<file path="config.mk">
export PLATFORM = sky130hd
export DESIGN_NAME = n_queens_first_solution_search_flat
export DESIGN_NICKNAME = d
export VERILOG_FILES = /design/src/hw/rtl/nqs_pkg.sv /design/src/hw/rtl/nqs_if.sv /design/src/hw/rtl/n_queens_first_solution_search.sv /design/src/flat_wrapper.sv
export SDC_FILE = /design/constraint.sdc
export NUM_CORES = 1
export LEC_CHECK = 0
export ABC_AREA = 1
export BUFFER_PORTS_ARGS = -buffer_cell sky130_fd_sc_hd__buf_2
export CORE_AREA = 5 5 128 179
export DETAILED_ROUTE_END_ITERATION = 12
export DIE_AREA = 0 0 133 184
export GPL_TIMING_DRIVEN = 0
export PLACE_DENSITY_LB_ADDON = 0.05
export RECOVER_POWER = 50
export SYNTH_ARGS = -nofsm -noshare
export SYNTH_HDL_FRONTEND = slang
export SYNTH_SLANG_ARGS = --single-unit
</file>
<file path="constraint.sdc">
create_clock -name clk_i -period 12.5 [get_ports clk_i]
set_input_delay 0 -clock clk_i [delete_from_list [all_inputs] [get_ports clk_i]]
set_output_delay 0 -clock clk_i [all_outputs]
set_load 0.01 [all_outputs]
</file>
<file path="src/hw/rtl/nqs_pkg.sv">
// Shared types and constants for the n-queens first-solution search block.
package nqs_pkg;

  localparam int unsigned MaxSizeDefault = 16;

  localparam int unsigned BoardSizeW = 5;
  localparam int unsigned RowIdxW    = 4;
  localparam int unsigned ColIdxW    = 4;

  typedef struct packed {
    logic [BoardSizeW-1:0] board_size;
  } req_t;

  typedef struct packed {
    logic               found;
    logic [RowIdxW-1:0] row_index;
    logic [ColIdxW-1:0] queen_column;
    logic               last;
  } res_t;

endpackage

</file>
<file path="src/hw/rtl/nqs_if.sv">
// Valid/ready stream interfaces for search requests and per-row results.
interface nqs_req_if;
  logic          valid;
  logic          ready;
  nqs_pkg::req_t payload;

  modport source (output valid, output payload, input ready);
  modport sink   (input valid, input payload, output ready);
endinterface

interface nqs_res_if;
  logic          valid;
  logic          ready;
  nqs_pkg::res_t payload;

  modport source (output valid, output payload, input ready);
  modport sink   (input valid, input payload, output ready);
endinterface

</file>
<file path="src/hw/rtl/n_queens_first_solution_search.sv">
// N-queens first-solution search: one request in, one result per board row out (a single one if none found).
//
// req_i carries a board size; a transfer takes place when valid and ready are both
// high. ready is high only while the block is idle. The search is depth-first
// backtracking: rows are filled from 0 upward, columns tried from lowest to
// highest, so the first solution in that order is returned.
// Each cycle of the search does one step with a single shared square checker:
// test one column and place a queen there if it is free, or take one queen back.
// A search starts, tries squares, backtracks where needed and closes the search,
// and then hands the results over in row order.
// Results leave on res_o, one per row, with last set on the final row. A size of
// zero, a size above MAX_SIZE, or a board with no solution gives a single result
// with found clear and last set.
// res_o holds its payload while the receiver stalls; the next row is shown only
// after the current one has been transferred, and the block returns to idle
// after the final transfer.
// Reset clears the occupancy vectors, the row and column counters and the
// sequencer; the stack of placed columns needs no reset.
module n_queens_first_solution_search #(
  parameter int unsigned MAX_SIZE = nqs_pkg::MaxSizeDefault
) (
  input  logic        clk_i,
  input  logic        rst_ni,
  nqs_req_if.sink     req_i,
  nqs_res_if.source   res_o
);

  localparam int unsigned RowW  = $clog2(MAX_SIZE + 1);
  localparam int unsigned IdxW  = (MAX_SIZE > 1) ? $clog2(MAX_SIZE) : 1;
  localparam int unsigned DiagN = 2 * MAX_SIZE - 1;
  localparam int unsigned DiagW = (DiagN > 1) ? $clog2(DiagN) : 1;

  localparam logic [1:0] StIdle   = 2'd0;
  localparam logic [1:0] StSearch = 2'd1;
  localparam logic [1:0] StEmit   = 2'd2;

  localparam logic [nqs_pkg::BoardSizeW:0] MaxSizeVal = (nqs_pkg::BoardSizeW + 1)'(MAX_SIZE);

  logic [1:0]       state_q, state_d;
  logic [RowW-1:0]  row_q, row_d;
  logic [RowW-1:0]  col_q, col_d;
  logic [RowW-1:0]  n_q, n_d;
  logic [IdxW-1:0]  emit_row_q, emit_row_d;
  logic             found_q, found_d;
  logic [MAX_SIZE-1:0] col_taken_q, col_taken_d;
  logic [DiagN-1:0] fall_taken_q, fall_taken_d;
  logic [DiagN-1:0] rise_taken_q, rise_taken_d;

  logic [IdxW-1:0]  stack_q [MAX_SIZE];
  logic             stack_we;
  logic [IdxW-1:0]  stack_rd_addr;
  logic [IdxW-1:0]  stack_rd_data;

  logic [IdxW-1:0]  unit_row, unit_col;
  logic [DiagW:0]   fall_sum, rise_sum;
  logic [DiagW-1:0] fall_idx, rise_idx;
  logic             sq_free;
  logic [IdxW-1:0]  back_row;
  logic             req_xfer, res_xfer, res_last;

  assign req_i.ready = (state_q == StIdle);
  assign req_xfer    = req_i.valid && req_i.ready;
  assign res_o.valid = (state_q == StEmit);
  assign res_xfer    = res_o.valid && res_o.ready;

  assign back_row      = IdxW'(row_q - RowW'(1));
  assign stack_rd_addr = (state_q == StEmit) ? emit_row_q : back_row;
  assign stack_rd_data = stack_q[stack_rd_addr];

  // Shared square checker: tries (row, col) while searching, and names the
  // diagonals of the queen being taken back when backtracking.
  always_comb begin
    if (col_q == n_q) begin
      unit_row = back_row;
      unit_col = stack_rd_data;
    end else begin
      unit_row = row_q[IdxW-1:0];
      unit_col = col_q[IdxW-1:0];
    end
  end

  assign fall_sum = (DiagW + 1)'(unit_row) + (DiagW + 1)'(MAX_SIZE - 1)
                  - (DiagW + 1)'(unit_col);
  assign rise_sum = (DiagW + 1)'(unit_row) + (DiagW + 1)'(unit_col);
  assign fall_idx = fall_sum[DiagW-1:0];
  assign rise_idx = rise_sum[DiagW-1:0];
  assign sq_free  = !col_taken_q[unit_col] && !fall_taken_q[fall_idx]
                    && !rise_taken_q[rise_idx];

  assign res_last = found_q ? ((RowW'(emit_row_q) + RowW'(1)) == n_q) : 1'b1;

  assign res_o.payload.found        = found_q;
  assign res_o.payload.row_index    = found_q ? nqs_pkg::RowIdxW'(emit_row_q) : '0;
  assign res_o.payload.queen_column = found_q ? nqs_pkg::ColIdxW'(stack_rd_data) : '0;
  assign res_o.payload.last         = res_last;

  always_comb begin
    state_d      = state_q;
    row_d        = row_q;
    col_d        = col_q;
    n_d          = n_q;
    emit_row_d   = emit_row_q;
    found_d      = found_q;
    col_taken_d  = col_taken_q;
    fall_taken_d = fall_taken_q;
    rise_taken_d = rise_taken_q;
    stack_we     = 1'b0;

    case (state_q)
      StIdle: begin
        if (req_xfer) begin
          row_d        = '0;
          col_d        = '0;
          emit_row_d   = '0;
          col_taken_d  = '0;
          fall_taken_d = '0;
          rise_taken_d = '0;
          n_d          = RowW'(req_i.payload.board_size);
          if (req_i.payload.board_size == '0 ||
              {1'b0, req_i.payload.board_size} > MaxSizeVal) begin
            found_d = 1'b0;
            state_d = StEmit;
          end else begin
            state_d = StSearch;
          end
        end
      end
      StSearch: begin
        if (row_q == n_q) begin
          found_d    = 1'b1;
          emit_row_d = '0;
          state_d    = StEmit;
        end else if (col_q != n_q) begin
          if (sq_free) begin
            stack_we               = 1'b1;
            col_taken_d[unit_col]  = 1'b1;
            fall_taken_d[fall_idx] = 1'b1;
            rise_taken_d[rise_idx] = 1'b1;
            row_d                  = row_q + RowW'(1);
            col_d                  = '0;
          end else begin
            col_d = col_q + RowW'(1);
          end
        end else if (row_q == '0) begin
          found_d = 1'b0;
          state_d = StEmit;
        end else begin
          // Take back the queen of the row above and resume after its column.
          col_taken_d[unit_col]  = 1'b0;
          fall_taken_d[fall_idx] = 1'b0;
          rise_taken_d[rise_idx] = 1'b0;
          row_d                  = RowW'(back_row);
          col_d                  = RowW'(stack_rd_data) + RowW'(1);
        end
      end
      StEmit: begin
        if (res_xfer) begin
          if (res_last) begin
            state_d = StIdle;
          end else begin
            emit_row_d = emit_row_q + IdxW'(1);
          end
        end
      end
      default: begin
        state_d = StIdle;
      end
    endcase
  end

  always_ff @(posedge clk_i or negedge rst_ni) begin
    if (!rst_ni) begin
      state_q      <= StIdle;
      row_q        <= '0;
      col_q        <= '0;
      col_taken_q  <= '0;
      fall_taken_q <= '0;
      rise_taken_q <= '0;
    end else begin
      state_q      <= state_d;
      row_q        <= row_d;
      col_q        <= col_d;
      col_taken_q  <= col_taken_d;
      fall_taken_q <= fall_taken_d;
      rise_taken_q <= rise_taken_d;
    end
  end

  always_ff @(posedge clk_i) begin
    n_q        <= n_d;
    emit_row_q <= emit_row_d;
    found_q    <= found_d;
    if (stack_we) begin
      stack_q[row_q[IdxW-1:0]] <= col_q[IdxW-1:0];
    end
  end

  // One queen per placed row in every occupancy vector.
  a_col_count: assert property (@(posedge clk_i) disable iff (!rst_ni)
    state_q == StSearch |-> $countones(col_taken_q) == row_q)
    else $error("column occupancy does not match placed rows");

  a_fall_count: assert property (@(posedge clk_i) disable iff (!rst_ni)
    state_q == StSearch |-> $countones(fall_taken_q) == row_q)
    else $error("falling diagonal occupancy does not match placed rows");

  a_rise_count: assert property (@(posedge clk_i) disable iff (!rst_ni)
    state_q == StSearch |-> $countones(rise_taken_q) == row_q)
    else $error("rising diagonal occupancy does not match placed rows");

  a_bounds: assert property (@(posedge clk_i) disable iff (!rst_ni)
    state_q == StSearch |-> row_q <= n_q && col_q <= n_q)
    else $error("search counters beyond board size");

  a_not_found_single: assert property (@(posedge clk_i) disable iff (!rst_ni)
    res_o.valid && !res_o.payload.found |-> res_o.payload.last)
    else $error("not-found result is not the final one");

endmodule
</file>
<file path="src/flat_wrapper.sv">
// flat-port wrapper written by rule: the top's interface ports become plain ports
module n_queens_first_solution_search_flat 
#(
  parameter int unsigned MAX_SIZE = nqs_pkg::MaxSizeDefault
)
  (clk_i, rst_ni, req_i_valid, req_i_payload, req_i_ready, res_o_valid, res_o_payload, res_o_ready);
  nqs_req_if req_i_i ();
  nqs_res_if res_o_i ();
  input  logic clk_i;
  input  logic rst_ni;
  input wire logic [$bits(req_i_i.valid)-1:0] req_i_valid;
  input wire logic [$bits(req_i_i.payload)-1:0] req_i_payload;
  output wire logic [$bits(req_i_i.ready)-1:0] req_i_ready;
  output wire logic [$bits(res_o_i.valid)-1:0] res_o_valid;
  output wire logic [$bits(res_o_i.payload)-1:0] res_o_payload;
  input wire logic [$bits(res_o_i.ready)-1:0] res_o_ready;
  assign req_i_i.valid = req_i_valid;
  assign req_i_i.payload = req_i_payload;
  assign req_i_ready = req_i_i.ready;
  assign res_o_valid = res_o_i.valid;
  assign res_o_payload = res_o_i.payload;
  assign res_o_i.ready = res_o_ready;
  n_queens_first_solution_search #(.MAX_SIZE(MAX_SIZE)) u_core (.clk_i(clk_i), .rst_ni(rst_ni), .req_i(req_i_i), .res_o(res_o_i));
endmodule
</file>
Word level (Yosys, flattened, before mapping)
Memories as Yosys holds them, arrays and structs flattened.
Cells that the tools add are included.
Word-level totals
  output and inout port bits: 12
  register bits after elaboration: 100
  memories: 1
  bits of input ports: 9
  memory bits (writable): 64
Memories
  u_core.stack_q: depth 16, bits a word 4, read ports 1, clocked after Yosys merged registers in 0, wr ports 1, line n_queens_first_solution_search.sv:49  | logic [IdxW-1:0] stack_q [MAX_SIZE];
Operators by class
  mux-type cells: 71
  $add $sub $neg: 9
  eq/ne operators: 17
  magnitude comparators: 7
  bitwise gates (word level): 9
  reductions and logical operators: 22
Operators with widths (number)
  31-bit two-way mux: 9
  31-bit one-hot mux with 2 select lines: 2
  16-bit two-way mux: 5
  31-bit AND: 2
  31-bit NOT: 2
  31-bit bitwise OR: 2
  5-bit two-way mux: 9
  4-bit two-way mux: 9
  16-bit one-hot mux with 2 select lines: 1
  5-bit one-hot mux with 2 select lines: 2
  5-bit AND reduction: 4
  1-bit two-way mux: 18
  16-bit AND: 1
  16-bit NOT: 1
  16-bit bitwise OR: 1
  5-bit equality test: 3
  2-bit two-way mux: 7
  5-bit by 6-bit less-than comparator with 1-bit output, second input constant: 2
  2-bit != test, second input constant: 6
  4-bit one-hot mux with 3 select lines: 1
  4-bit by 1-bit adder with 5-bit output, second input constant: 2
  5-bit by 1-bit adder with 5-bit output, second input constant: 2
  1-bit binary-select mux with 5-bit select: 2
  1-bit demux with 5-bit select: 2
  other kinds (28): 40

Longest topological paths before layout
Gate-level depths: netlist (run 1).
An unclocked memory read counts as a cell.
  depth in word-level cells: 16
  depth in mapped cells: 34

Worst setup path before layout (run 1)
Ideal clock, no wire load.
  path type: register -> register
  start point: register u_core.col_q[2]
  end point: memory u_core.stack_q[11][0] (netlist bit), enable pin
  data required time: 12.139 ns
  cell stages (with the launch flop): 22
  setup slack: 7.468 ns
  clock period less this slack: 5.032 ns
  arrival: 4.671 ns
  path buffers: 4
  path through: dfrtp_1 -> buf_2 -> inv_2 -> nor2_1 -> nor3_1 -> nand3_1 -> clkbuf_1 -> clkbuf_1 -> xor2_1 -> ha_1 -> inv_1 -> fa_1 -> inv_1 -> nand2_1 -> inv_2 -> clkbuf_1 -> a221oi_1 -> o21ai_1 -> a22o_1 -> nor3_1 -> nand3_1 -> nor3_1
On the way
  cells in the longest elaborated chain, start to end: 15
Ends and longest elaborated chain
  start, declared: line n_queens_first_solution_search.sv:41  | logic [RowW-1:0] col_q, col_d;
  start signal, assigned: line n_queens_first_solution_search.sv:182  | col_q <= col_d;
  5-bit equality test: line n_queens_first_solution_search.sv:73  | if (col_q == n_q) begin
  4-bit two-way mux: line n_queens_first_solution_search.sv:73
  4-bit by 4-bit adder with 5-bit output: line n_queens_first_solution_search.sv:82  | assign fall_sum = (DiagW + 1)'(unit_row) + (DiagW + 1)'(MAX_SIZE - 1)
  5-bit by 4-bit subtractor with 5-bit output: line n_queens_first_solution_search.sv:83  | - (DiagW + 1)'(unit_col);
  1-bit binary-select mux with 5-bit select: line n_queens_first_solution_search.sv:87  | assign sq_free = !col_taken_q[unit_col] && !fall_taken_q[fall_idx]
  1-bit two-way mux (implied by the code): line n_queens_first_solution_search.sv:87
  1-bit zero test: line n_queens_first_solution_search.sv:87
  1-bit logical AND: line n_queens_first_solution_search.sv:87
  1-bit logical AND: line n_queens_first_solution_search.sv:88  | && !rise_taken_q[rise_idx];
  1-bit two-way mux: line n_queens_first_solution_search.sv:134  | if (sq_free) begin
  1-bit two-way mux (*): line n_queens_first_solution_search.sv:133  | end else if (col_q != n_q) begin
  1-bit two-way mux (*): line n_queens_first_solution_search.sv:129  | if (row_q == n_q) begin
  1-bit two-way mux (*): line n_queens_first_solution_search.sv:109  | case (state_q)
  1-bit two-way mux (*): line n_queens_first_solution_search.sv:193  | if (stack_we) begin
  1-bit two-way mux (implied by the code) (*): line n_queens_first_solution_search.sv:194  | stack_q[row_q[IdxW-1:0]] <= col_q[IdxW-1:0];
  end, declared: line n_queens_first_solution_search.sv:49
Every way passes the cells marked *; elsewhere a longest branch is shown, timed or not. The select of a mux whose other input is x is not followed.

Worst setup path after layout (run 1)
Same ends and word-level chain as after synthesis.

==> flow_metrics.env, run 1 <==
export IMPL_drv_slew=66
export IMPL_row_count=63
export IMPL_power_leakage_uw=0.00487
export IMPL_grt_usage_pct=25.0
export IMPL_place_port_buffers=20
export IMPL_clk_path_buf_depth=2
export IMPL_worstPathCellList="buf_2 -> nor2_1 -> nor3_1 -> nand3_1 -> inv_2 -> clkbuf_1 -> buf_1 -> o21ai_0 -> fa_1 -> inv_1 -> nand2_1 -> inv_2 -> clkbuf_1 -> nand2_1 -> o2111ai_1 -> nand2_1 -> nand3_1 -> nand3_1 -> nand4_1 -> nor3_1 -> nand3_1 -> nor3_1"
export IMPL_initial_core_util_pct=48.4
export IMPL_drt_pass1_iter_count=5
export IMPL_rr_startpoint="u_core.col_q[2]"
export IMPL_max_freq_mhz=137
export IMPL_post_route_period_util_pct=58.4
export IMPL_place_hpwl_um=21600
export IMPL_rsz0062_at_grt="false"
export IMPL_yosysTopAreaCell="dfrtp_1"
export IMPL_antenna_cells=0
export IMPL_wl_um=30000
export IMPL_cts_setup_buffers=0
export IMPL_clk_latency_ns=0.44
export IMPL_syn_area_sq_um=10200
export IMPL_hold_depth=3
export IMPL_min_to="u_core.n_q[3]"
export IMPL_synth_most_common_cell="nand2_1"
export IMPL_areaGrowthSynthToFinish_pct=11.2
export IMPL_drt_iter0_drc=542
export IMPL_synth_edf_count=74
export IMPL_cp_arrival_ns=7.38
export IMPL_fin_ws_ns=5.19
export IMPL_grt_pass1_wl_um=48100
export IMPL_violations="max-capacitance violations, max-slew violations"
export IMPL_hold_class="in -> reg"
export IMPL_cts_root_buffer="clkbuf_16"
export IMPL_wire_per_inst_um=18.0
export IMPL_synth_area_top_cells="dfrtp_1 (22%), edfxtp_1 (22%), nand2_1 (14%), nand3_1 (11%), a21oi_1 (4.2%)"
export IMPL_core_area_sq_um=21000
export IMPL_power_density_nw_per_um2=234
export IMPL_yosys_register_bits=164
export IMPL_reg2reg_to="u_core.stack_q[11][0]"
export IMPL_ys_warn_count=0
export IMPL_cts_tree="done"
export IMPL_ff2ff_path_depth=22
export IMPL_worst_setup_path_type="reg -> reg"
export IMPL_clkTransAtPathRegs_ns=0.07
export IMPL_drive_gt1_share_pct=7.85
export IMPL_cp_common_cell="nand3_1"
export IMPL_grt_ovfl_total=0
export IMPL_cts_htree_levels=4
export IMPL_worstPathMaxFanout=17
export IMPL_vias_per_cell=5.58
export IMPL_reg2reg_slack_ns=5.19
export IMPL_grt_pass1_vias=9068
export IMPL_crit_family="simple AND/OR/NAND/NOR gates"
export IMPL_ios=21
export IMPL_cts_buffers_inserted=17
export IMPL_synth_cells=1342
export IMPL_status="finished, violations left"
export IMPL_tightest_slew_ns=3.65
export IMPL_syn_nets=1368
export IMPL_power_total_uw=2650
export IMPL_nNetsFinal=1415
export IMPL_syn_area_per_cell_sq_um=7.59
export IMPL_yosysSeqAreaShare_pct=43.9
export IMPL_worst_path_buf_inv=7
export IMPL_worst_path_max_delay_cell="nor3_1"
export IMPL_grt_max_degree=66
export IMPL_finalSetupViolCount=0
export IMPL_critPathRequiredTime_ns=12.57
export IMPL_final_instance_count_excl_fill=1662
export IMPL_synthTopCellsByCount="nand2_1 (389), nand3_1 (221), inv_1 (100)"
export IMPL_place_gp_congestion=0.904
export IMPL_drv_cap=1
export IMPL_vias=9279
export IMPL_antenna_found_initial=0
export IMPL_synth_top_area_share_pct=22.1
export IMPL_cp_start_kind="flip-flop"
export IMPL_crit_path_max_incr_delay_ns=0.83
export IMPL_die_height_um=184
export IMPL_finalCoreUtilization_pct=53.8
export IMPL_report_final_hold_viol_count=0
export IMPL_endpoint_kind="flip-flop"
export IMPL_finalSetupTns_ns=0
export IMPL_fp_dieW_um=133
export IMPL_fillers=2081
export IMPL_drtAntennaViolNets=0
export IMPL_place_inst=1623
export IMPL_yosysUniqueCellTypes=45
export IMPL_slew_headroom_pct=-143
export IMPL_period_needed_ns=7.31
export IMPL_preCtsSetupSlack_ns=5.34
export IMPL_clock_sinks=164
export IMPL_hold_start="req_i_valid"
export IMPL_synthArstFlopShare_pct=54.9
export IMPL_drc_errors=0
export IMPL_skew_ns=0.0131
export IMPL_synthFlopType="dfrtp_1"
export IMPL_die_area_sq_um=24500
export IMPL_vdd_drop_max_mv=0.107
## where the power goes
group	internal, uW	switching [uW]
combinational	380	1050
clock	353	223
sequential	606	43.7
total	1340	1310
## cell usage in the layout, fill, tap and decap left out, types with 19 or more instances in the layout
cell / n
a21oi_1: 85
buf_2: 27
clkbuf_1: 51
clkbuf_16: 21
dfrtp_1: 90
edfxtp_1: 74
inv_1: 100
nand2_1: 389
nand3_1: 221
nor2_1: 63
nor3_1: 56
o21ai_0: 50
xor2_1: 19
## per-stage QoR
stage | hold WS, ns | cell area [sq um]
2_1_floorplan | -0.296 | 10200
3_5_place_dp | -0.0504 | 10600
4_1_cts | 0.0165 | 11400
3_3_place_gp | 0.191 | 10600
5_1_grt | 0.0428 | 11300
6_report | 0.0244 | 11300
## worst max path at each step
| stage | slack, ns | from | cells past startpoint | to |
|---|---|---|---|---|
| 2_1_floorplan | 7.47 | u_core.col_q[2] | 21 | u_core.stack_q[11][0] |
| 3_3_place_gp | 5.37 | u_core.col_q[2] | 18 | u_core.stack_q[11][1] |
| 3_5_place_dp | 5.34 | u_core.col_q[2] | 22 | u_core.stack_q[11][0] |
| 4_1_cts | 5.31 | u_core.col_q[2] | 22 | u_core.stack_q[11][2] |
| 5_1_grt | 4.84 | u_core.col_q[2] | 22 | u_core.stack_q[11][2] |
| 6_report | 5.19 | u_core.col_q[2] | 22 | u_core.stack_q[11][0] |
## metal layers
layer / share of wire, % / global-route usage (%) / wire (um)
met1: 40 / 28.6 / 11900
met2: 53 / 45.3 / 15800
met3: 3.6 / 3.59 / 1080
met4: 3.9 / 12.9 / 1160
met5: 0 / 0 / 0
## timing repair
action / CTS / global route
endpoints found under the hold margin: 97 / 0
hold buffers: 6 / 0
gates resized for setup: 0 / 0
## sequential cells by signal, summed over array words and instances, names as in the netlist
signal / count
u_core.col_q: 5
u_core.col_taken_q: 16
u_core.emit_row_q: 4
u_core.fall_taken_q: 31
u_core.found_q: 1
u_core.n_q: 5
u_core.rise_taken_q: 31
u_core.row_q: 5
u_core.stack_q: 64
u_core.state_q: 2
## cell families (layout without fill, tap and decap cells)
| logic type | after synthesis | after routing | share of synthesized area, % |
|---|---|---|---|
| and+or+nand+nor | 771 | 771 | 33.4 |
| buffers and inverters | 186 | 246 | 8.10 |
| AOI/OAI and AO/OA | 177 | 177 | 9.98 |
| DFF | 164 | 164 | 43.9 |
| xor gates and xnor gates | 26 | 26 | 2.24 |
| adders and majority gates | 17 | 17 | 2.24 |
| muxes | 1 | 1 | 0.111 |
## worst reg2reg max path: cells and delay by family, from the launching register on
family                   cells  cell delay [ns]
flip-flops                   1             0.71
buffers and inverters        7             1.93
adder cells (fa/ha/maj)      1             0.64
AND/OR/NAND/NOR             12             3.22
AO/OA/AOI/OAI                2             0.45
## final cells by class
class | count | area, sq um | share of cell area (%)
sequential | 164 | 4470 | 39.5
tap | 260 | 325 | 2.87
multi-input combinational | 992 | 4880 | 43.1
clock inverter | 8 | 106 | 0.940
timing repair buffer | 28 | 158 | 1.39
inverter | 110 | 413 | 3.65
buffer | 76 | 407 | 3.59
clock buffer | 24 | 554 | 4.90
No activity file was read; power rests on OpenSTA's default activity.
==> run 2: changes to the inputs <==
- ABC_AREA: 1 -> 0
- CORE_AREA: 5 5 128 179 -> 5 5 127 177
- DIE_AREA: 0 0 133 184 -> 0 0 132 182
- clock period: 12.5 -> 6 ns (I/O delays scaled with it)
==> flow_metrics.env, run 2 <==
export IMPL_status="finished, violations left"
export IMPL_violations="max-capacitance violations, max-slew violations"
export IMPL_row_count=63
export IMPL_wire_per_inst_um=23.4
export IMPL_max_freq_mhz=169
export IMPL_die_height_um=182
export IMPL_syn_area_per_cell_sq_um=9.53
export IMPL_rsz0062_at_grt="true"
export IMPL_critPathRequiredTime_ns=6.16
export IMPL_clock_sinks=164
export IMPL_syn_area_sq_um=9940
export IMPL_grt_max_degree=63
export IMPL_drv_slew=93
export IMPL_place_hpwl_um=23400
export IMPL_worst_setup_path_type="reg -> reg"
export IMPL_post_route_period_util_pct=98.5
export IMPL_finalSetupViolCount=0
export IMPL_tightest_slew_ns=3.42
export IMPL_mostFrequentLayoutCell="o21ai_0"
export IMPL_skew_ns=0.00974
export IMPL_synth_top_area_share_pct=22.7
export IMPL_yosysUniqueCellTypes=76
export IMPL_cts_htree_levels=4
export IMPL_die_area_sq_um=24000
export IMPL_clkTransAtPathRegs_ns=0.07
export IMPL_ys_warn_count=0
export IMPL_antenna_found_initial=0
export IMPL_endpoint_kind="flip-flop"
export IMPL_grt_usage_pct=26.8
export IMPL_cts_root_buffer="clkbuf_16"
export IMPL_worstPathMaxFanout=10
export IMPL_clk_latency_ns=0.45
export IMPL_period_needed_ns=5.91
export IMPL_fillers=1936
export IMPL_yosys_register_bits=164
export IMPL_syn_nets=1069
export IMPL_final_instance_count_excl_fill=1392
export IMPL_finalSetupTns_ns=0
export IMPL_synth_area_top_cells="dfrtp_1 (23%), edfxtp_1 (22%), o21ai_0 (5.4%), a21oi_1 (4.3%), nand2_1 (3.5%)"
export IMPL_grt_pass1_vias=8598
export IMPL_vias_per_cell=6.19
export IMPL_grt_pass1_wl_um=49900
export IMPL_largest_reg_flops=64
export IMPL_synth_cells=1043
export IMPL_synthFlopType="dfrtp_1"
export IMPL_drtAntennaViolNets=0
export IMPL_wl_um=32500
export IMPL_antenna_cells=0
export IMPL_ios=21
export IMPL_drive_gt1_share_pct=19.0
export IMPL_grt_ovfl_total=0
export IMPL_place_inst=1324
export IMPL_cp_arrival_ns=6.07
export IMPL_areaGrowthSynthToFinish_pct=17.5
export IMPL_drt_pass1_iter_count=5
export IMPL_core_area_sq_um=20900
export IMPL_drc_errors=0
export IMPL_yosysSeqAreaShare_pct=45.0
export IMPL_clk_path_buf_depth=2
export IMPL_drv_cap=2
export IMPL_hold_class="in -> reg"
export IMPL_synthArstFlopShare_pct=54.9
export IMPL_layout_common_cells="o21ai_0 (99), nand2_1 (93), dfrtp_1 (84)"
export IMPL_slew_headroom_pct=-128
export IMPL_place_gp_congestion=0.940
export IMPL_place_port_buffers=20
export IMPL_cts_buffers_inserted=17
export IMPL_report_final_hold_viol_count=0
export IMPL_cp_start_kind="flip-flop"
export IMPL_power_density_nw_per_um2=637
export IMPL_reg2reg_slack_ns=0.09
export IMPL_multi_input_area_sq_um=5190
export IMPL_regArea_sq_um=4490
export IMPL_fp_dieW_um=132
export IMPL_vias=8623
export IMPL_synthTopCellsByCount="o21ai_0 (108), nand2_1 (94), dfrtp_1 (90)"
export IMPL_synth_edf_count=74
export IMPL_drt_iter0_drc=637
export IMPL_yosysTopAreaCell="dfrtp_1"
export IMPL_cts_tree="done"
export IMPL_synth_most_common_cell="o21ai_0"
export IMPL_nNetsFinal=1145
export IMPL_power_leakage_uw=0.00460
export IMPL_vdd_drop_max_mv=0.364
export IMPL_initial_core_util_pct=47.6
-- run 2: cell count changes in the layout (fill, tap and decap cells not counted), moves of 19 or more --
cell / previous run / this run
mux2i_1: 0 / 22
buf_4: 4 / 39
inv_1: 100 / 47
o21ai_0: 50 / 99
o2bb2ai_1: 0 / 19
nor3_1: 56 / 11
nand2_1: 389 / 93
nand3_1: 221 / 18
a211oi_1: 0 / 38
-- run 2: worst paths after layout --
path                                         from                     end  cells after the start
max                             u_core.state_q[0]    u_core.stack_q[8][3]                     24
min                              req_i_payload[2]           u_core.n_q[2]                      2
max reg2reg                     u_core.state_q[0]    u_core.stack_q[8][3]                     24
min reg2reg                u_core.fall_taken_q[1]  u_core.fall_taken_q[1]                      1
max in group asynchronous                  rst_ni   u_core.col_taken_q[8]                      3
min in group asynchronous                  rst_ni  u_core.fall_taken_q[0]                      2
-- run 2: cells by family after synthesis --
| family | after synthesis | share of synthesized area, % |
|---|---|---|
| compound gates | 376 | 24.9 |
| buf+inv | 132 | 5.87 |
| fa+ha+maj | 17 | 2.29 |
| flops | 164 | 45.0 |
| simple gates | 288 | 14.1 |
| xor+xnor | 30 | 2.64 |
| mux | 36 | 5.19 |
-- run 2: where the power goes --
group	switching, uW	internal [uW]	total [uW]
registers	132	1310	1450
logic	3240	1680	4920
clock network	500	580	1080
-- run 2: routing by layer --
| layer | routed length (um) | global-route usage (%) |
|---|---|---|
| met5 | 0 | 0 |
| met4 | 1590 | 14.9 |
| met3 | 1510 | 3.77 |
| met1 | 12100 | 29.8 |
| met2 | 17300 | 48.6 |
-- run 2: timing repair --
action                     4_1_cts  5_1_grt
pin swaps                        8       17
buffers inserted                12       21
gates resized for setup         68       68
setup endpoints to repair      152      151
gates cloned                     0        1
hold endpoints to repair        97        0
hold buffers                     8        0
-- run 2: stage by stage --
stage / util [%] / hold slack [ns] / worst slack, ns / area (sq um) / total power (uW)
2_1_floorplan: - / -0.296 / 0.0127 / 9940 / 4210
3_3_place_gp: 49.6 / 0.195 / -2.13 / 10400 / 5660
3_5_place_dp: 49.8 / -0.0360 / -2.10 / 10400 / 5670
4_1_cts: 54.3 / 0.0297 / 0.00363 / 11300 / 7010
5_1_grt: 55.9 / 0.275 / -0.0457 / 11700 / 7810
6_report: 55.9 / 0.283 / 0.0871 / 11700 / 7440
-- run 2: cell type report --
| cell class | count | share of cell area [%] |
|---|---|---|
| Tap cell | 260 | 2.78 |
| Clock buffer | 17 | 3.64 |
| Sequential cell | 164 | 38.4 |
| Timing Repair Buffer | 63 | 3.95 |
| Buffer | 74 | 3.88 |
| Multi-Input combinational cell | 747 | 44.4 |
| Inverter | 52 | 1.72 |
| Clock inverter | 15 | 1.22 |
-- run 2: worst max-delay path, stage by stage (launching register included) --
cell and delay, ns:
dfrtp_1 0.36, buf_4 0.17, nand2b_1 0.15, buf_6 0.16, inv_2 0.11, buf_12 0.15, o31ai_4 0.12, a221oi_1 0.33
a21oi_2 0.12, a32oi_2 0.16, buf_4 0.17, nor2_4 0.05, a21oi_2 0.18, ha_2 0.22, inv_2 0.04, fa_2 0.66
mux4_2 0.59, a221oi_4 0.37, o22ai_2 0.11, a311oi_1 0.25, and4b_2 0.34, o31ai_4 0.14, nor2_4 0.25, clkbuf_16 0.20
and3_4 0.22
==> run 3: changes to the inputs <==
- TNS_END_PERCENT: default -> 50
- clock period: 6 -> 7.4 ns (I/O delays scaled with it)
==> flow_metrics.env, run 3 (synthesized netlist as in run 2, its figures left out) <==
export IMPL_report_final_hold_viol_count=0
export IMPL_violations="max-capacitance violations, max-slew violations"
export IMPL_skew_ns=0.0115
export IMPL_place_gp_congestion=0.940
export IMPL_core_area_sq_um=20900
export IMPL_grt_usage_pct=26.7
export IMPL_place_inst=1324
export IMPL_status="finished, violations left"
export IMPL_antenna_found_initial=0
export IMPL_rsz0062_at_grt="false"
export IMPL_drtAntennaViolNets=0
export IMPL_finalSetupViolCount=0
export IMPL_initial_core_util_pct=47.6
export IMPL_largest_reg_flops=64
export IMPL_max_freq_mhz=143
export IMPL_grt_max_degree=63
export IMPL_nNetsFinal=1119
export IMPL_wire_per_inst_um=23.5
export IMPL_power_density_nw_per_um2=508
export IMPL_place_port_buffers=20
export IMPL_hold_class="in -> reg"
export IMPL_vias_per_cell=6.19
export IMPL_slew_headroom_pct=-127
export IMPL_areaGrowthSynthToFinish_pct=11.7
export IMPL_clock_sinks=164
export IMPL_drive_gt1_share_pct=11.5
export IMPL_mostFrequentLayoutCell="o21ai_0"
export IMPL_layout_common_cells="o21ai_0 (106), nand2_1 (94), dfrtp_1 (90)"
export IMPL_antenna_cells=0
export IMPL_ios=21
export IMPL_die_area_sq_um=24000
export IMPL_row_count=63
export IMPL_cts_buffers_inserted=17
export IMPL_drc_errors=0
export IMPL_die_height_um=182
export IMPL_fp_dieW_um=132
export IMPL_drt_iter0_drc=737
export IMPL_drv_cap=2
export IMPL_clkTransAtPathRegs_ns=0.07
export IMPL_cts_tree="done"
export IMPL_vias=8450
export IMPL_clk_path_buf_depth=2
export IMPL_power_total_uw=5640
export IMPL_cts_root_buffer="clkbuf_16"
export IMPL_cts_htree_levels=4
export IMPL_worst_setup_path_type="reg -> reg"
export IMPL_period_needed_ns=6.98
export IMPL_power_leakage_uw=0.00439
export IMPL_place_hpwl_um=23400
export IMPL_drv_slew=93
export IMPL_grt_pass1_wl_um=49600
export IMPL_cp_start_kind="flip-flop"
export IMPL_final_instance_count_excl_fill=1366
export IMPL_endpoint_kind="flip-flop"
export IMPL_vdd_drop_max_mv=0.286
export IMPL_post_route_period_util_pct=94.3
export IMPL_cp_arrival_ns=7.11
export IMPL_grt_pass1_vias=8537
export IMPL_clk_latency_ns=0.45
export IMPL_worstPathMaxFanout=10
export IMPL_wl_um=32100
export IMPL_tightest_slew_ns=3.41
export IMPL_critPathRequiredTime_ns=7.53
export IMPL_grt_ovfl_total=0
export IMPL_drt_pass1_iter_count=5
## run 3: changes by cell type in the layout (fill, tap and decap cells not counted), sizes merged
cell and change:
buf -34, clkbuf +8, clkinvlp -1, inv +1
## run 3: critical path, cell delays in order, from the launching register on
cell and delay, ns:
dfrtp_1 0.50, inv_1 0.22, ha_2 0.47, inv_1 0.12
mux2_4 0.30, buf_2 0.21, a211oi_1 0.24, o21ai_0 0.16
a32oi_2 0.31, nor2_1 0.17, a21oi_2 0.23, inv_1 0.12
ha_1 0.24, fa_1 0.58, clkbuf_1 0.51, nor2_1 0.12
a22o_1 0.30, a221oi_1 0.35, and3_1 0.21, and4b_1 0.33
o31ai_4 0.20, nor2_4 0.20, clkbuf_2 0.22, and3_1 0.33
## run 3: through the flow
stage	cell area, sq um	TNS (ns)	setup WS, ns	hold WS, ns	util, %
2_1_floorplan	9940	0	1.41	-0.296	-
3_3_place_gp	10400	-56.17	-0.727	0.195	49.6
3_5_place_dp	10400	-53.21	-0.701	-0.0360	49.8
4_1_cts	11100	0	0.0170	0.0298	53.0
5_1_grt	11100	0	0.0858	0.275	53.2
6_report	11100	0	0.420	0.283	53.2
## run 3: repair_timing
| action | CTS | global route |
|---|---|---|
| hold endpoints to repair | 97 | 0 |
| hold buffers | 8 | 0 |
| endpoints found under the setup margin | 152 | 123 |
| gates resized for setup | 10 | 19 |
| pin swaps | 1 | 1 |
| buffers inserted | 1 | 3 |
## run 3: routing by layer
metal	part of all wire, %	GRT usage [%]	vias up
met1	37	29.9	4065
met3	4.6	3.60	96
met4	4.8	14.6	0
met5	0	0	-
li1	-	-	3966
met2	53	48.5	323
## run 3: final cells by class
class                           instances  area [sq um]
Clock buffer                           17           425
Sequential cell                       164          4470
Multi-Input combinational cell        747          4950
Timing Repair Buffer                   33           205
Tap cell                              260           325
Fill cell                            1988          9780
Clock inverter                         15           143
Inverter                               52           195
Buffer                                 78           389
## run 3: worst paths after layout
path | from | end | slack [ns] | depth (start not counted)
max in group asynchronous | rst_ni | u_core.col_taken_q[0] | 2.94 | 3
worst max-delay path | u_core.row_q[0] | u_core.stack_q[12][0] | 0.42 | 23
worst min register to register | u_core.rise_taken_q[4] | u_core.rise_taken_q[4] | 0.49 | 1
min in group asynchronous | rst_ni | u_core.fall_taken_q[0] | 0.50 | 2
worst max register to register | u_core.row_q[0] | u_core.stack_q[12][0] | 0.42 | 23
worst min-delay path | req_i_payload[2] | u_core.n_q[2] | 0.28 | 2
## run 3: report_power, final
part           internal, uW  leakage [uW]  switching, uW
Combinational          1080       0.00218           2510
Clock                   471      0.000271            408
Sequential             1060       0.00194            103
